$ cat config.mk
export PLATFORM = sky130hd
export DESIGN_NAME = glyph_row_pixel_expander_unit_flat
export DESIGN_NICKNAME = d
export VERILOG_FILES = /design/src/rtl/grpe_pkg.sv /design/src/rtl/grpe_in_if.sv /design/src/rtl/grpe_out_if.sv /design/src/rtl/grpe_cfg_regs.sv /design/src/rtl/glyph_row_pixel_expander_unit.sv /design/src/flat_wrapper.sv
export SDC_FILE = /design/constraint.sdc
export NUM_CORES = 1
export LEC_CHECK = 0
export CAP_MARGIN = 20
export CORE_MARGIN = 1.5
export CORE_UTILIZATION = 50
export CTS_BUF_LIST = sky130_fd_sc_hd__clkbuf_4 sky130_fd_sc_hd__clkbuf_8 sky130_fd_sc_hd__clkbuf_16
export DETAILED_ROUTE_END_ITERATION = 12
export DONT_BUFFER_PORTS = 1
export SLEW_MARGIN = 20
export SYNTH_ARGS = -nofsm -noshare
export SYNTH_HDL_FRONTEND = slang
export SYNTH_SLANG_ARGS = --single-unit
$ cat constraint.sdc
create_clock -name clk -period 14.2 [get_ports clk]
set_input_delay 2.84 -clock clk [delete_from_list [all_inputs] [get_ports clk]]
set_output_delay 2.84 -clock clk [all_outputs]
set_load 0.01 [all_outputs]
$ cat src/rtl/grpe_pkg.sv
// ----------------------------------------------------------------------------
// grpe_pkg
// shared types and constants for the glyph row pixel expander
// ----------------------------------------------------------------------------
package grpe_pkg;

  // glyph geometry limits
  localparam int MAX_CELL_WIDTH  = 16;
  localparam int MAX_CELL_HEIGHT = 32;

  // field widths
  localparam int X_W     = 12;
  localparam int Y_W     = 12;
  localparam int BITS_W  = 8;
  localparam int COLR_W  = 32;
  localparam int OFF_W   = 26;
  localparam int ROW_W   = 6;
  localparam int DIM_W   = 13;
  localparam int PITCH_W = 15;
  localparam int BPP_W   = 3;
  localparam int CELL_W  = 5;

  // y plus row index, enough for 4095 + MAX_CELL_HEIGHT
  localparam int YR_W = 13;

  // column counter holds 0 .. MAX_CELL_WIDTH
  localparam int CNT_W = $clog2(MAX_CELL_WIDTH + 1);

  // serial multiply: one step per bit of (y + row), then one per bit of bpp
  localparam int MUL_Y_STEPS = YR_W;
  localparam int MUL_STEPS   = YR_W + BPP_W;
  localparam int STEP_W      = $clog2(MUL_STEPS);

  // leftmost glyph pixel
  localparam logic [BITS_W-1:0] INK_MASK = 8'h80;

  // apb register file
  localparam int ADDR_W = 5;
  localparam int DATA_W = 32;

  typedef enum logic [ADDR_W-3:0] {
    REG_SURFACE_PRESENT = 3'd0,
    REG_SURFACE_WIDTH   = 3'd1,
    REG_SURFACE_HEIGHT  = 3'd2,
    REG_ROW_PITCH       = 3'd3,
    REG_PIXEL_BYTES     = 3'd4,
    REG_CELL_WIDTH      = 3'd5
  } reg_idx_t;

  typedef struct packed {
    logic               surface_present;
    logic [DIM_W-1:0]   surface_width;
    logic [DIM_W-1:0]   surface_height;
    logic [PITCH_W-1:0] row_pitch;
    logic [BPP_W-1:0]   pixel_bytes;
    logic [CELL_W-1:0]  cell_width;
  } cfg_t;

  typedef struct packed {
    logic [X_W-1:0]    origin_x;
    logic [Y_W-1:0]    origin_y;
    logic [BITS_W-1:0] row_bits;
    logic [COLR_W-1:0] ink_color;
    logic [COLR_W-1:0] paper_color;
    logic              last_row;
  } in_item_t;

  typedef struct packed {
    logic [OFF_W-1:0]  byte_offset;
    logic [COLR_W-1:0] pixel_value;
    logic              last_pixel;
  } out_item_t;

  typedef enum logic [1:0] {
    ST_IDLE,
    ST_MUL,
    ST_EMIT
  } state_t;

endpackage

$ cat src/rtl/grpe_in_if.sv
// ----------------------------------------------------------------------------
// grpe_in_if
// glyph row channel: valid, ready and one glyph row item
// ----------------------------------------------------------------------------
interface grpe_in_if;
  logic               valid;
  logic               ready;
  grpe_pkg::in_item_t data;

  modport source (output valid, output data, input ready);
  modport sink (input valid, input data, output ready);
endinterface

$ cat src/rtl/grpe_out_if.sv
// ----------------------------------------------------------------------------
// grpe_out_if
// pixel write channel: valid, ready and one pixel write item
// ----------------------------------------------------------------------------
interface grpe_out_if;
  logic                valid;
  logic                ready;
  grpe_pkg::out_item_t data;

  modport source (output valid, output data, input ready);
  modport sink (input valid, input data, output ready);
endinterface

$ cat src/rtl/grpe_cfg_regs.sv
// ----------------------------------------------------------------------------
// grpe_cfg_regs
// apb register file holding the surface and cell configuration
// ----------------------------------------------------------------------------
module grpe_cfg_regs (
  input  logic                        clk,
  input  logic                        rst_n,
  input  logic                        psel,
  input  logic                        penable,
  input  logic                        pwrite,
  input  logic [grpe_pkg::ADDR_W-1:0] paddr,
  input  logic [grpe_pkg::DATA_W-1:0] pwdata,
  output logic [grpe_pkg::DATA_W-1:0] prdata,
  output logic                        pready,
  output grpe_pkg::cfg_t              cfg
);

  grpe_pkg::cfg_t   cfg_r;
  grpe_pkg::cfg_t   cfg_nxt;
  grpe_pkg::reg_idx_t idx;
  logic             wr_en;

  assign pready = 1'b1;
  assign wr_en  = psel && penable && pwrite;
  assign idx    = grpe_pkg::reg_idx_t'(paddr[grpe_pkg::ADDR_W-1:2]);
  assign cfg    = cfg_r;

  always_comb begin
    cfg_nxt = cfg_r;
    if (wr_en) begin
      case (idx)
        grpe_pkg::REG_SURFACE_PRESENT: cfg_nxt.surface_present = pwdata[0];
        grpe_pkg::REG_SURFACE_WIDTH:
          cfg_nxt.surface_width = pwdata[grpe_pkg::DIM_W-1:0];
        grpe_pkg::REG_SURFACE_HEIGHT:
          cfg_nxt.surface_height = pwdata[grpe_pkg::DIM_W-1:0];
        grpe_pkg::REG_ROW_PITCH: cfg_nxt.row_pitch = pwdata[grpe_pkg::PITCH_W-1:0];
        grpe_pkg::REG_PIXEL_BYTES:
          cfg_nxt.pixel_bytes = pwdata[grpe_pkg::BPP_W-1:0];
        grpe_pkg::REG_CELL_WIDTH: cfg_nxt.cell_width = pwdata[grpe_pkg::CELL_W-1:0];
        default: ;
      endcase
    end
  end

  always_comb begin
    case (idx)
      grpe_pkg::REG_SURFACE_PRESENT:
        prdata = grpe_pkg::DATA_W'(cfg_r.surface_present);
      grpe_pkg::REG_SURFACE_WIDTH:   prdata = grpe_pkg::DATA_W'(cfg_r.surface_width);
      grpe_pkg::REG_SURFACE_HEIGHT:  prdata = grpe_pkg::DATA_W'(cfg_r.surface_height);
      grpe_pkg::REG_ROW_PITCH:       prdata = grpe_pkg::DATA_W'(cfg_r.row_pitch);
      grpe_pkg::REG_PIXEL_BYTES:
        prdata = grpe_pkg::DATA_W'(cfg_r.pixel_bytes);
      grpe_pkg::REG_CELL_WIDTH:      prdata = grpe_pkg::DATA_W'(cfg_r.cell_width);
      default:                       prdata = '0;
    endcase
  end

  always_ff @(posedge clk) begin
    if (!rst_n) begin
      cfg_r.surface_present <= 1'b0;
      cfg_r.surface_width   <= '0;
      cfg_r.surface_height  <= '0;
      cfg_r.row_pitch       <= '0;
      cfg_r.pixel_bytes     <= grpe_pkg::BPP_W'(4);
      cfg_r.cell_width      <= grpe_pkg::CELL_W'(8);
    end else begin
      cfg_r <= cfg_nxt;
    end
  end

endmodule

$ cat src/rtl/glyph_row_pixel_expander_unit.sv
// ----------------------------------------------------------------------------
// glyph_row_pixel_expander_unit
// expands one 1-bit glyph row into clipped framebuffer pixel writes
// ----------------------------------------------------------------------------
// a visible row is accepted in idle, then the bit-serial shift-add multiplier
//   forms its byte offset before its first pixel write is offered
// throughput: one pixel write per cycle while out_ch is not stalled; a new row is
//   taken only once the last write of the row has been issued, a fully clipped row
//   is dropped at acceptance and the block stays idle
// reset: synchronous, active low; clears fsm, row, step and column counters and output valid, not the datapath
module glyph_row_pixel_expander_unit (
  input  logic                        clk,
  input  logic                        rst_n,
  grpe_in_if.sink                     in_ch,
  grpe_out_if.source                  out_ch,
  input  logic                        psel,
  input  logic                        penable,
  input  logic                        pwrite,
  input  logic [grpe_pkg::ADDR_W-1:0] paddr,
  input  logic [grpe_pkg::DATA_W-1:0] pwdata,
  output logic [grpe_pkg::DATA_W-1:0] prdata,
  output logic                        pready
);

  grpe_pkg::cfg_t cfg;

  grpe_cfg_regs u_cfg (
    .clk     (clk),
    .rst_n   (rst_n),
    .psel    (psel),
    .penable (penable),
    .pwrite  (pwrite),
    .paddr   (paddr),
    .pwdata  (pwdata),
    .prdata  (prdata),
    .pready  (pready),
    .cfg     (cfg)
  );

  // control state
  grpe_pkg::state_t              state_r, state_nxt;
  logic [grpe_pkg::ROW_W-1:0]    row_idx_r, row_idx_nxt;
  logic [grpe_pkg::STEP_W-1:0]   step_r, step_nxt;
  logic [grpe_pkg::CNT_W-1:0]    cols_left_r, cols_left_nxt;
  logic                          out_valid_r, out_valid_nxt;

  // datapath
  logic [grpe_pkg::X_W-1:0]      x_r, x_nxt;
  logic [grpe_pkg::BITS_W-1:0]   bits_r, bits_nxt;
  logic [grpe_pkg::COLR_W-1:0]   ink_r, ink_nxt;
  logic [grpe_pkg::COLR_W-1:0]   paper_r, paper_nxt;
  logic [grpe_pkg::YR_W-1:0]     mplr_r, mplr_nxt;
  logic [grpe_pkg::OFF_W-1:0]    mcand_r, mcand_nxt;
  logic [grpe_pkg::OFF_W-1:0]    acc_r, acc_nxt;
  grpe_pkg::out_item_t           out_data_r, out_data_nxt;

  // row qualification, evaluated on the accepted item
  logic                          accept;
  logic                          load;
  logic [grpe_pkg::YR_W-1:0]     y_row;
  logic [grpe_pkg::DIM_W-1:0]    x_ext;
  logic [grpe_pkg::DIM_W-1:0]    width_left;
  logic [grpe_pkg::CNT_W-1:0]    cell_clamp;
  logic [grpe_pkg::CNT_W-1:0]    cols;
  logic                          row_visible;

  assign in_ch.ready  = (state_r == grpe_pkg::ST_IDLE);
  assign accept       = in_ch.valid && in_ch.ready;
  assign out_ch.valid = out_valid_r;
  assign out_ch.data  = out_data_r;

  // output register is free when empty or being drained this cycle
  assign load = !out_valid_r || out_ch.ready;

  assign y_row = grpe_pkg::YR_W'(in_ch.data.origin_y) + grpe_pkg::YR_W'(row_idx_r);
  assign x_ext = grpe_pkg::DIM_W'(in_ch.data.origin_x);
  assign width_left = cfg.surface_width - x_ext;

  always_comb begin
    if (grpe_pkg::CNT_W'(cfg.cell_width) > grpe_pkg::CNT_W'(grpe_pkg::MAX_CELL_WIDTH)) begin
      cell_clamp = grpe_pkg::CNT_W'(grpe_pkg::MAX_CELL_WIDTH);
    end else begin
      cell_clamp = grpe_pkg::CNT_W'(cfg.cell_width);
    end
    // clip to the columns left before the right edge
    if (width_left < grpe_pkg::DIM_W'(cell_clamp)) begin
      cols = width_left[grpe_pkg::CNT_W-1:0];
    end else begin
      cols = cell_clamp;
    end
  end

  assign row_visible = cfg.surface_present
                    && (row_idx_r < grpe_pkg::ROW_W'(grpe_pkg::MAX_CELL_HEIGHT))
                    && (y_row < cfg.surface_height)
                    && (x_ext < cfg.surface_width)
                    && (cols != '0);

  always_comb begin
    state_nxt     = state_r;
    row_idx_nxt   = row_idx_r;
    step_nxt      = step_r;
    cols_left_nxt = cols_left_r;
    out_valid_nxt = out_valid_r && !out_ch.ready;
    x_nxt         = x_r;
    bits_nxt      = bits_r;
    ink_nxt       = ink_r;
    paper_nxt     = paper_r;
    mplr_nxt      = mplr_r;
    mcand_nxt     = mcand_r;
    acc_nxt       = acc_r;
    out_data_nxt  = out_data_r;

    case (state_r)
      grpe_pkg::ST_IDLE: begin
        if (accept) begin
          // row counter moves on every row, visible or not
          if (in_ch.data.last_row) begin
            row_idx_nxt = '0;
          end else if (row_idx_r < grpe_pkg::ROW_W'(grpe_pkg::MAX_CELL_HEIGHT)) begin
            row_idx_nxt = row_idx_r + 1'b1;
          end
          x_nxt         = in_ch.data.origin_x;
          bits_nxt      = in_ch.data.row_bits;
          ink_nxt       = in_ch.data.ink_color;
          paper_nxt     = in_ch.data.paper_color;
          mplr_nxt      = y_row;
          mcand_nxt     = grpe_pkg::OFF_W'(cfg.row_pitch);
          acc_nxt       = '0;
          step_nxt      = '0;
          cols_left_nxt = cols;
          if (row_visible) begin
            state_nxt = grpe_pkg::ST_MUL;
          end
        end
      end

      grpe_pkg::ST_MUL: begin
        // one multiplier bit per cycle, sums wrap at the offset width
        if (mplr_r[0]) begin
          acc_nxt = acc_r + mcand_r;
        end
        mplr_nxt  = mplr_r >> 1;
        mcand_nxt = mcand_r << 1;
        step_nxt  = step_r + 1'b1;
        if (step_r == grpe_pkg::STEP_W'(grpe_pkg::MUL_Y_STEPS - 1)) begin
          // row base done, now add origin_x times the pixel size
          mplr_nxt  = grpe_pkg::YR_W'(cfg.pixel_bytes);
          mcand_nxt = grpe_pkg::OFF_W'(x_r);
        end
        if (step_r == grpe_pkg::STEP_W'(grpe_pkg::MUL_STEPS - 1)) begin
          state_nxt = grpe_pkg::ST_EMIT;
        end
      end

      grpe_pkg::ST_EMIT: begin
        if (load) begin
          out_valid_nxt            = 1'b1;
          out_data_nxt.byte_offset = acc_r;
          out_data_nxt.pixel_value = ((bits_r & grpe_pkg::INK_MASK) != '0) ? ink_r : paper_r;
          out_data_nxt.last_pixel  = (cols_left_r == grpe_pkg::CNT_W'(1));
          // glyph bits shift out msb first, columns past eight see zeros
          acc_nxt       = acc_r + grpe_pkg::OFF_W'(cfg.pixel_bytes);
          bits_nxt      = bits_r << 1;
          cols_left_nxt = cols_left_r - 1'b1;
          if (cols_left_r == grpe_pkg::CNT_W'(1)) begin
            state_nxt = grpe_pkg::ST_IDLE;
          end
        end
      end

      default: state_nxt = grpe_pkg::ST_IDLE;
    endcase
  end

  always_ff @(posedge clk) begin
    if (!rst_n) begin
      state_r     <= grpe_pkg::ST_IDLE;
      row_idx_r   <= '0;
      step_r      <= '0;
      cols_left_r <= '0;
      out_valid_r <= 1'b0;
    end else begin
      state_r     <= state_nxt;
      row_idx_r   <= row_idx_nxt;
      step_r      <= step_nxt;
      cols_left_r <= cols_left_nxt;
      out_valid_r <= out_valid_nxt;
    end
  end

  always_ff @(posedge clk) begin
    x_r        <= x_nxt;
    bits_r     <= bits_nxt;
    ink_r      <= ink_nxt;
    paper_r    <= paper_nxt;
    mplr_r     <= mplr_nxt;
    mcand_r    <= mcand_nxt;
    acc_r      <= acc_nxt;
    out_data_r <= out_data_nxt;
  end

`ifndef SYNTHESIS
  // the final column of a row hands control back for the next row
  a_last_col_to_idle: assert property (@(posedge clk) disable iff (!rst_n)
    (state_r == grpe_pkg::ST_EMIT && load && cols_left_r == grpe_pkg::CNT_W'(1))
    |=> (state_r == grpe_pkg::ST_IDLE && out_valid_r && out_data_r.last_pixel))
    else $error("last column did not end the row");

  // emission never runs with no columns left
  a_cols_nonzero: assert property (@(posedge clk) disable iff (!rst_n)
    (state_r == grpe_pkg::ST_EMIT) |-> (cols_left_r != '0))
    else $error("emitting with no columns left");

  // row counter saturates at the glyph height limit
  a_row_sat: assert property (@(posedge clk) disable iff (!rst_n)
    row_idx_r <= grpe_pkg::ROW_W'(grpe_pkg::MAX_CELL_HEIGHT))
    else $error("row counter past limit");

  // a stalled pixel write is never overwritten
  a_no_overwrite: assert property (@(posedge clk) disable iff (!rst_n)
    (out_valid_r && !out_ch.ready) |=> (out_valid_r && $stable(out_data_r)))
    else $error("pending pixel write lost");
`endif

endmodule
$ cat src/flat_wrapper.sv
// flat-port wrapper written by rule: the top's interface ports become plain ports
module glyph_row_pixel_expander_unit_flat 
  (clk, rst_n, psel, penable, pwrite, paddr, pwdata, prdata, pready, in_ch_valid, in_ch_data, in_ch_ready, out_ch_valid, out_ch_data, out_ch_ready);
  grpe_in_if in_ch_i ();
  grpe_out_if out_ch_i ();
  input  logic clk;
  input  logic rst_n;
  input  logic psel;
  input  logic penable;
  input  logic pwrite;
  input  logic [grpe_pkg::ADDR_W-1:0] paddr;
  input  logic [grpe_pkg::DATA_W-1:0] pwdata;
  output logic [grpe_pkg::DATA_W-1:0] prdata;
  output logic pready;
  input wire logic [$bits(in_ch_i.valid)-1:0] in_ch_valid;
  input wire logic [$bits(in_ch_i.data)-1:0] in_ch_data;
  output wire logic [$bits(in_ch_i.ready)-1:0] in_ch_ready;
  output wire logic [$bits(out_ch_i.valid)-1:0] out_ch_valid;
  output wire logic [$bits(out_ch_i.data)-1:0] out_ch_data;
  input wire logic [$bits(out_ch_i.ready)-1:0] out_ch_ready;
  assign in_ch_i.valid = in_ch_valid;
  assign in_ch_i.data = in_ch_data;
  assign in_ch_ready = in_ch_i.ready;
  assign out_ch_valid = out_ch_i.valid;
  assign out_ch_data = out_ch_i.data;
  assign out_ch_i.ready = out_ch_ready;
  glyph_row_pixel_expander_unit u_core (.clk(clk), .rst_n(rst_n), .in_ch(in_ch_i), .out_ch(out_ch_i), .psel(psel), .penable(penable), .pwrite(pwrite), .paddr(paddr), .pwdata(pwdata), .prdata(prdata), .pready(pready));
endmodule
==> results.yml <==
logic_synthesis:
  synth_ff_type: "edfxtp_1"
  syn_inst: 1231
  syn_area_um2: 13700
  yosys.area.top_type: "edfxtp_1"
  synth_edf_count: 208
  ys_ff_latch: 276
  yosys-top-cells-area: "edfxtp_1, dfxtp_1, ha_1"
  synth_cell_types: 77
  synth_top_area_share_pct: 45.5
  ys.warnings.count: 0
  asyncSetResetFlopFracSynth_pct: 0
  syn_area_per_cell_um2: 11.2
  yosysSeqAreaShare_pct: 55.4
die:
  initial_core_util_pct: 51.0
  die_h_um: 169
  dieArea_um2: 28500
  coreArea_um2: 27000
  num_io_pins: 235
  die_w_um: 169
  rows: 60
clock_network:
  root_buffer: "clkbuf_16"
  htreeDepth: 1
  clock_sinks: 276
  insertion_delay_ns: 0.56
  cts_buffer_depth: 3
  cts_resized: 0
  post_cts_buffers: 0
  cts-buffers-inserted: 30
  cts_hold_buf: 0
  clk_pin_slew_ns: 0.06
  cts_tree: "built"
sta:
  finalSetupViolations: 0
  finalHoldViolCount: 0
  setup_tns_ns: 0
  skew_ns: 0.0136
  max_freq_mhz: 143
  finalCritPeriodShare_pct: 49.2
  min_period_ns: 6.98
  rsz0062_at_grt: "false"
  drv_slew: 0
  tightest_slew_ns: 1.07
  slew_headroom_pct: 28.7
drt:
  drt-wirelength-per-cell_um: 19.7
  dr.first_iter.drc_count: 651
  drc_errors: 0
  drtPass1Iterations: 6
  num_vias: 9040
  ant_nets: 0
  wl_um: 31100
  via_per_inst: 5.72
final_layout:
  layoutNonFillerInstCount: 1581
  layout_commonest_cell: "edfxtp_1"
  fin_area_um2: 15000
  fillers: 2301
  final_cell_mix: "edfxtp_1, nand2_1, nor2_1"
  final_layout_size_suffix_gt1_share_pct: 10.4
  area_growth_syn_to_layout_pct: 9.22
  final_nets: 1428
  n_antenna_cell: 0
pwr:
  p_leak_nw: 5.67
  power-per-cell-area_nw_per_um2: 120
  p_seq_share_pct: 50.1
  internal-power_mw: 1.42
  power.share.clock_pct: 44.3
  p_sw_share_pct: 21.3
  switchingPower_mw: 0.384
  pwr-share-comb_pct: 5.6
  vdd_drop_max_v: 0.0000804
grt:
  grt_first_pass_wirelength_um: 48000
  grt_max_degree: 77
  grt-ovfl-total: 0
  grt_usage_pct: 21.6
  antenna_found_initial: 1
  grt_pass1_vias: 8707
worst_setup_path:
  crit_type: "input pin to primary output"
  slowest_delay_ns: 0.59
  path_cells: "inv_2, nor2_1, a22oi_1, o22ai_1"
  cp-start-kind: "input pin"
  crit_required_ns: 11.36
  critPathMaxFanout: 31
  crit_family: "compound AO/OA/AOI/OAI gates"
  crit_path_end_kind: "primary output"
  path_buf_inv: 1
  slowest_stage: "nor2_1"
  cp.arrival_ns: 4.14
worst_hold_path:
  holdCritPathClass: "register to register"
place:
  place_hpwl_um: 22000
  dpl_cell_area_um2: 14000
  portBuffers: 0
  place_congestion: 0.844
  place_inst: 1525
run_status:
  status: "completed"
job:
  max_cap_violations: 0
power by group through the flow:
| stage | sequential, mW | combinational, mW | clock (mW) |
|---|---|---|---|
| 6_report | 0.903 | 0.100 | 0.799 |
| 5_1_grt | 0.905 | 0.113 | 0.840 |
| 4_1_cts | 0.903 | 0.101 | 0.814 |
| 3_5_place_dp | 0.920 | 0.100 | 0 |
| 3_3_place_gp | 0.919 | 0.0983 | 0 |
| 2_1_floorplan | 0.915 | 0.0875 | 0 |
registers in the layout, summed over array words and instances (netlist names):
signal / count
u_core.mplr_r: 13
u_core.cols_left_r: 5
u_core.ink_r: 32
u_core.mcand_r: 26
u_core.state_r: 2
u_core.step_r: 4
u_core.row_idx_r: 6
u_core.bits_r: 8
u_core.out_ch.valid: 1
u_core.out_ch.data: 59
u_core.paper_r: 32
u_core.u_cfg.cfg: 50
u_core.x_r: 12
u_core.acc_r: 26
cell families after synthesis:
logic type	count (synthesis)	share of synthesized area (%)
and+or+nand+nor	363	12.5
adders and majority gates	71	6.63
other	2	0.0547
AOI/OAI and AO/OA	254	11.9
DFF	276	55.4
xor gates and xnor gates	34	2.17
buffers and inverters	142	4.47
muxes	89	6.87
through the flow:
stage	total power, mW	util [%]	setup slack (ns)	hold slack [ns]
CTS	1.82	55.7	7.29	0.456
global placement	1.02	51.8	7.29	0.443
detailed placement	1.02	51.9	7.29	0.448
floorplan	1.00	-	7.53	0.433
global route	1.86	55.7	7.14	0.477
finish	1.80	55.7	7.22	0.456
layer usage:
metal  track usage [%]  part of all wire [%]  vias to the layer above
met5                 0                     0                        -
met4              5.98                   2.6                        0
met3              5.31                   7.4                       52
met2              35.8                    47                      269
met1              28.1                    43                     4301
li1                  -                     -                     4418
synth_stat cells, drive strengths merged (10+ instances only):
| cell | n |
|---|---|
| a211oi | 11 |
| a21o | 19 |
| a21oi | 88 |
| a22oi | 12 |
| a31oi | 10 |
| and3 | 21 |
| buf | 28 |
| clkbuf | 43 |
| dfxtp | 68 |
| edfxtp | 208 |
| ha | 68 |
| inv | 70 |
| mux2 | 43 |
| mux2i | 46 |
| nand2 | 112 |
| nand2b | 10 |
| nand3 | 28 |
| nor2 | 102 |
| nor2b | 30 |
| nor3 | 20 |
| o21ai | 51 |
| xnor2 | 17 |
| xor2 | 17 |
worst min-delay path: stages (launching register included):
cell and delay, ns:
dfxtp_1 0.31, nand2_1 0.05, a21oi_1 0.05
path summary, 6_finish.rpt:
kind,startpoint,end,slack [ns],depth (start not counted)
max,paddr[2],prdata[1],7.22,4
min,u_core.u_cfg.cfg[21]$_SDFFE_PN0P_,u_core.u_cfg.cfg[21]$_SDFFE_PN0P_,0.46,2
max reg2reg,u_core.state_r[0]$_SDFFE_PN0P_,u_core.acc_r[24]$_SDFFCE_PN0P_,9.44,14
min reg2reg,u_core.u_cfg.cfg[21]$_SDFFE_PN0P_,u_core.u_cfg.cfg[21]$_SDFFE_PN0P_,0.46,2
area by class of cell:
cell class / instances / area, um^2 / share of cell area (%)
Sequential cell: 276 / 7610 / 50.7
Multi-Input combinational cell: 829 / 5620 / 37.4
Clock buffer: 39 / 831 / 5.54
Tap cell: 341 / 427 / 2.84
Inverter: 71 / 268 / 1.78
Clock inverter: 17 / 198 / 1.32
Timing Repair Buffer: 8 / 60.1 / 0.400
No activity file was read; power rests on OpenSTA's default activity.
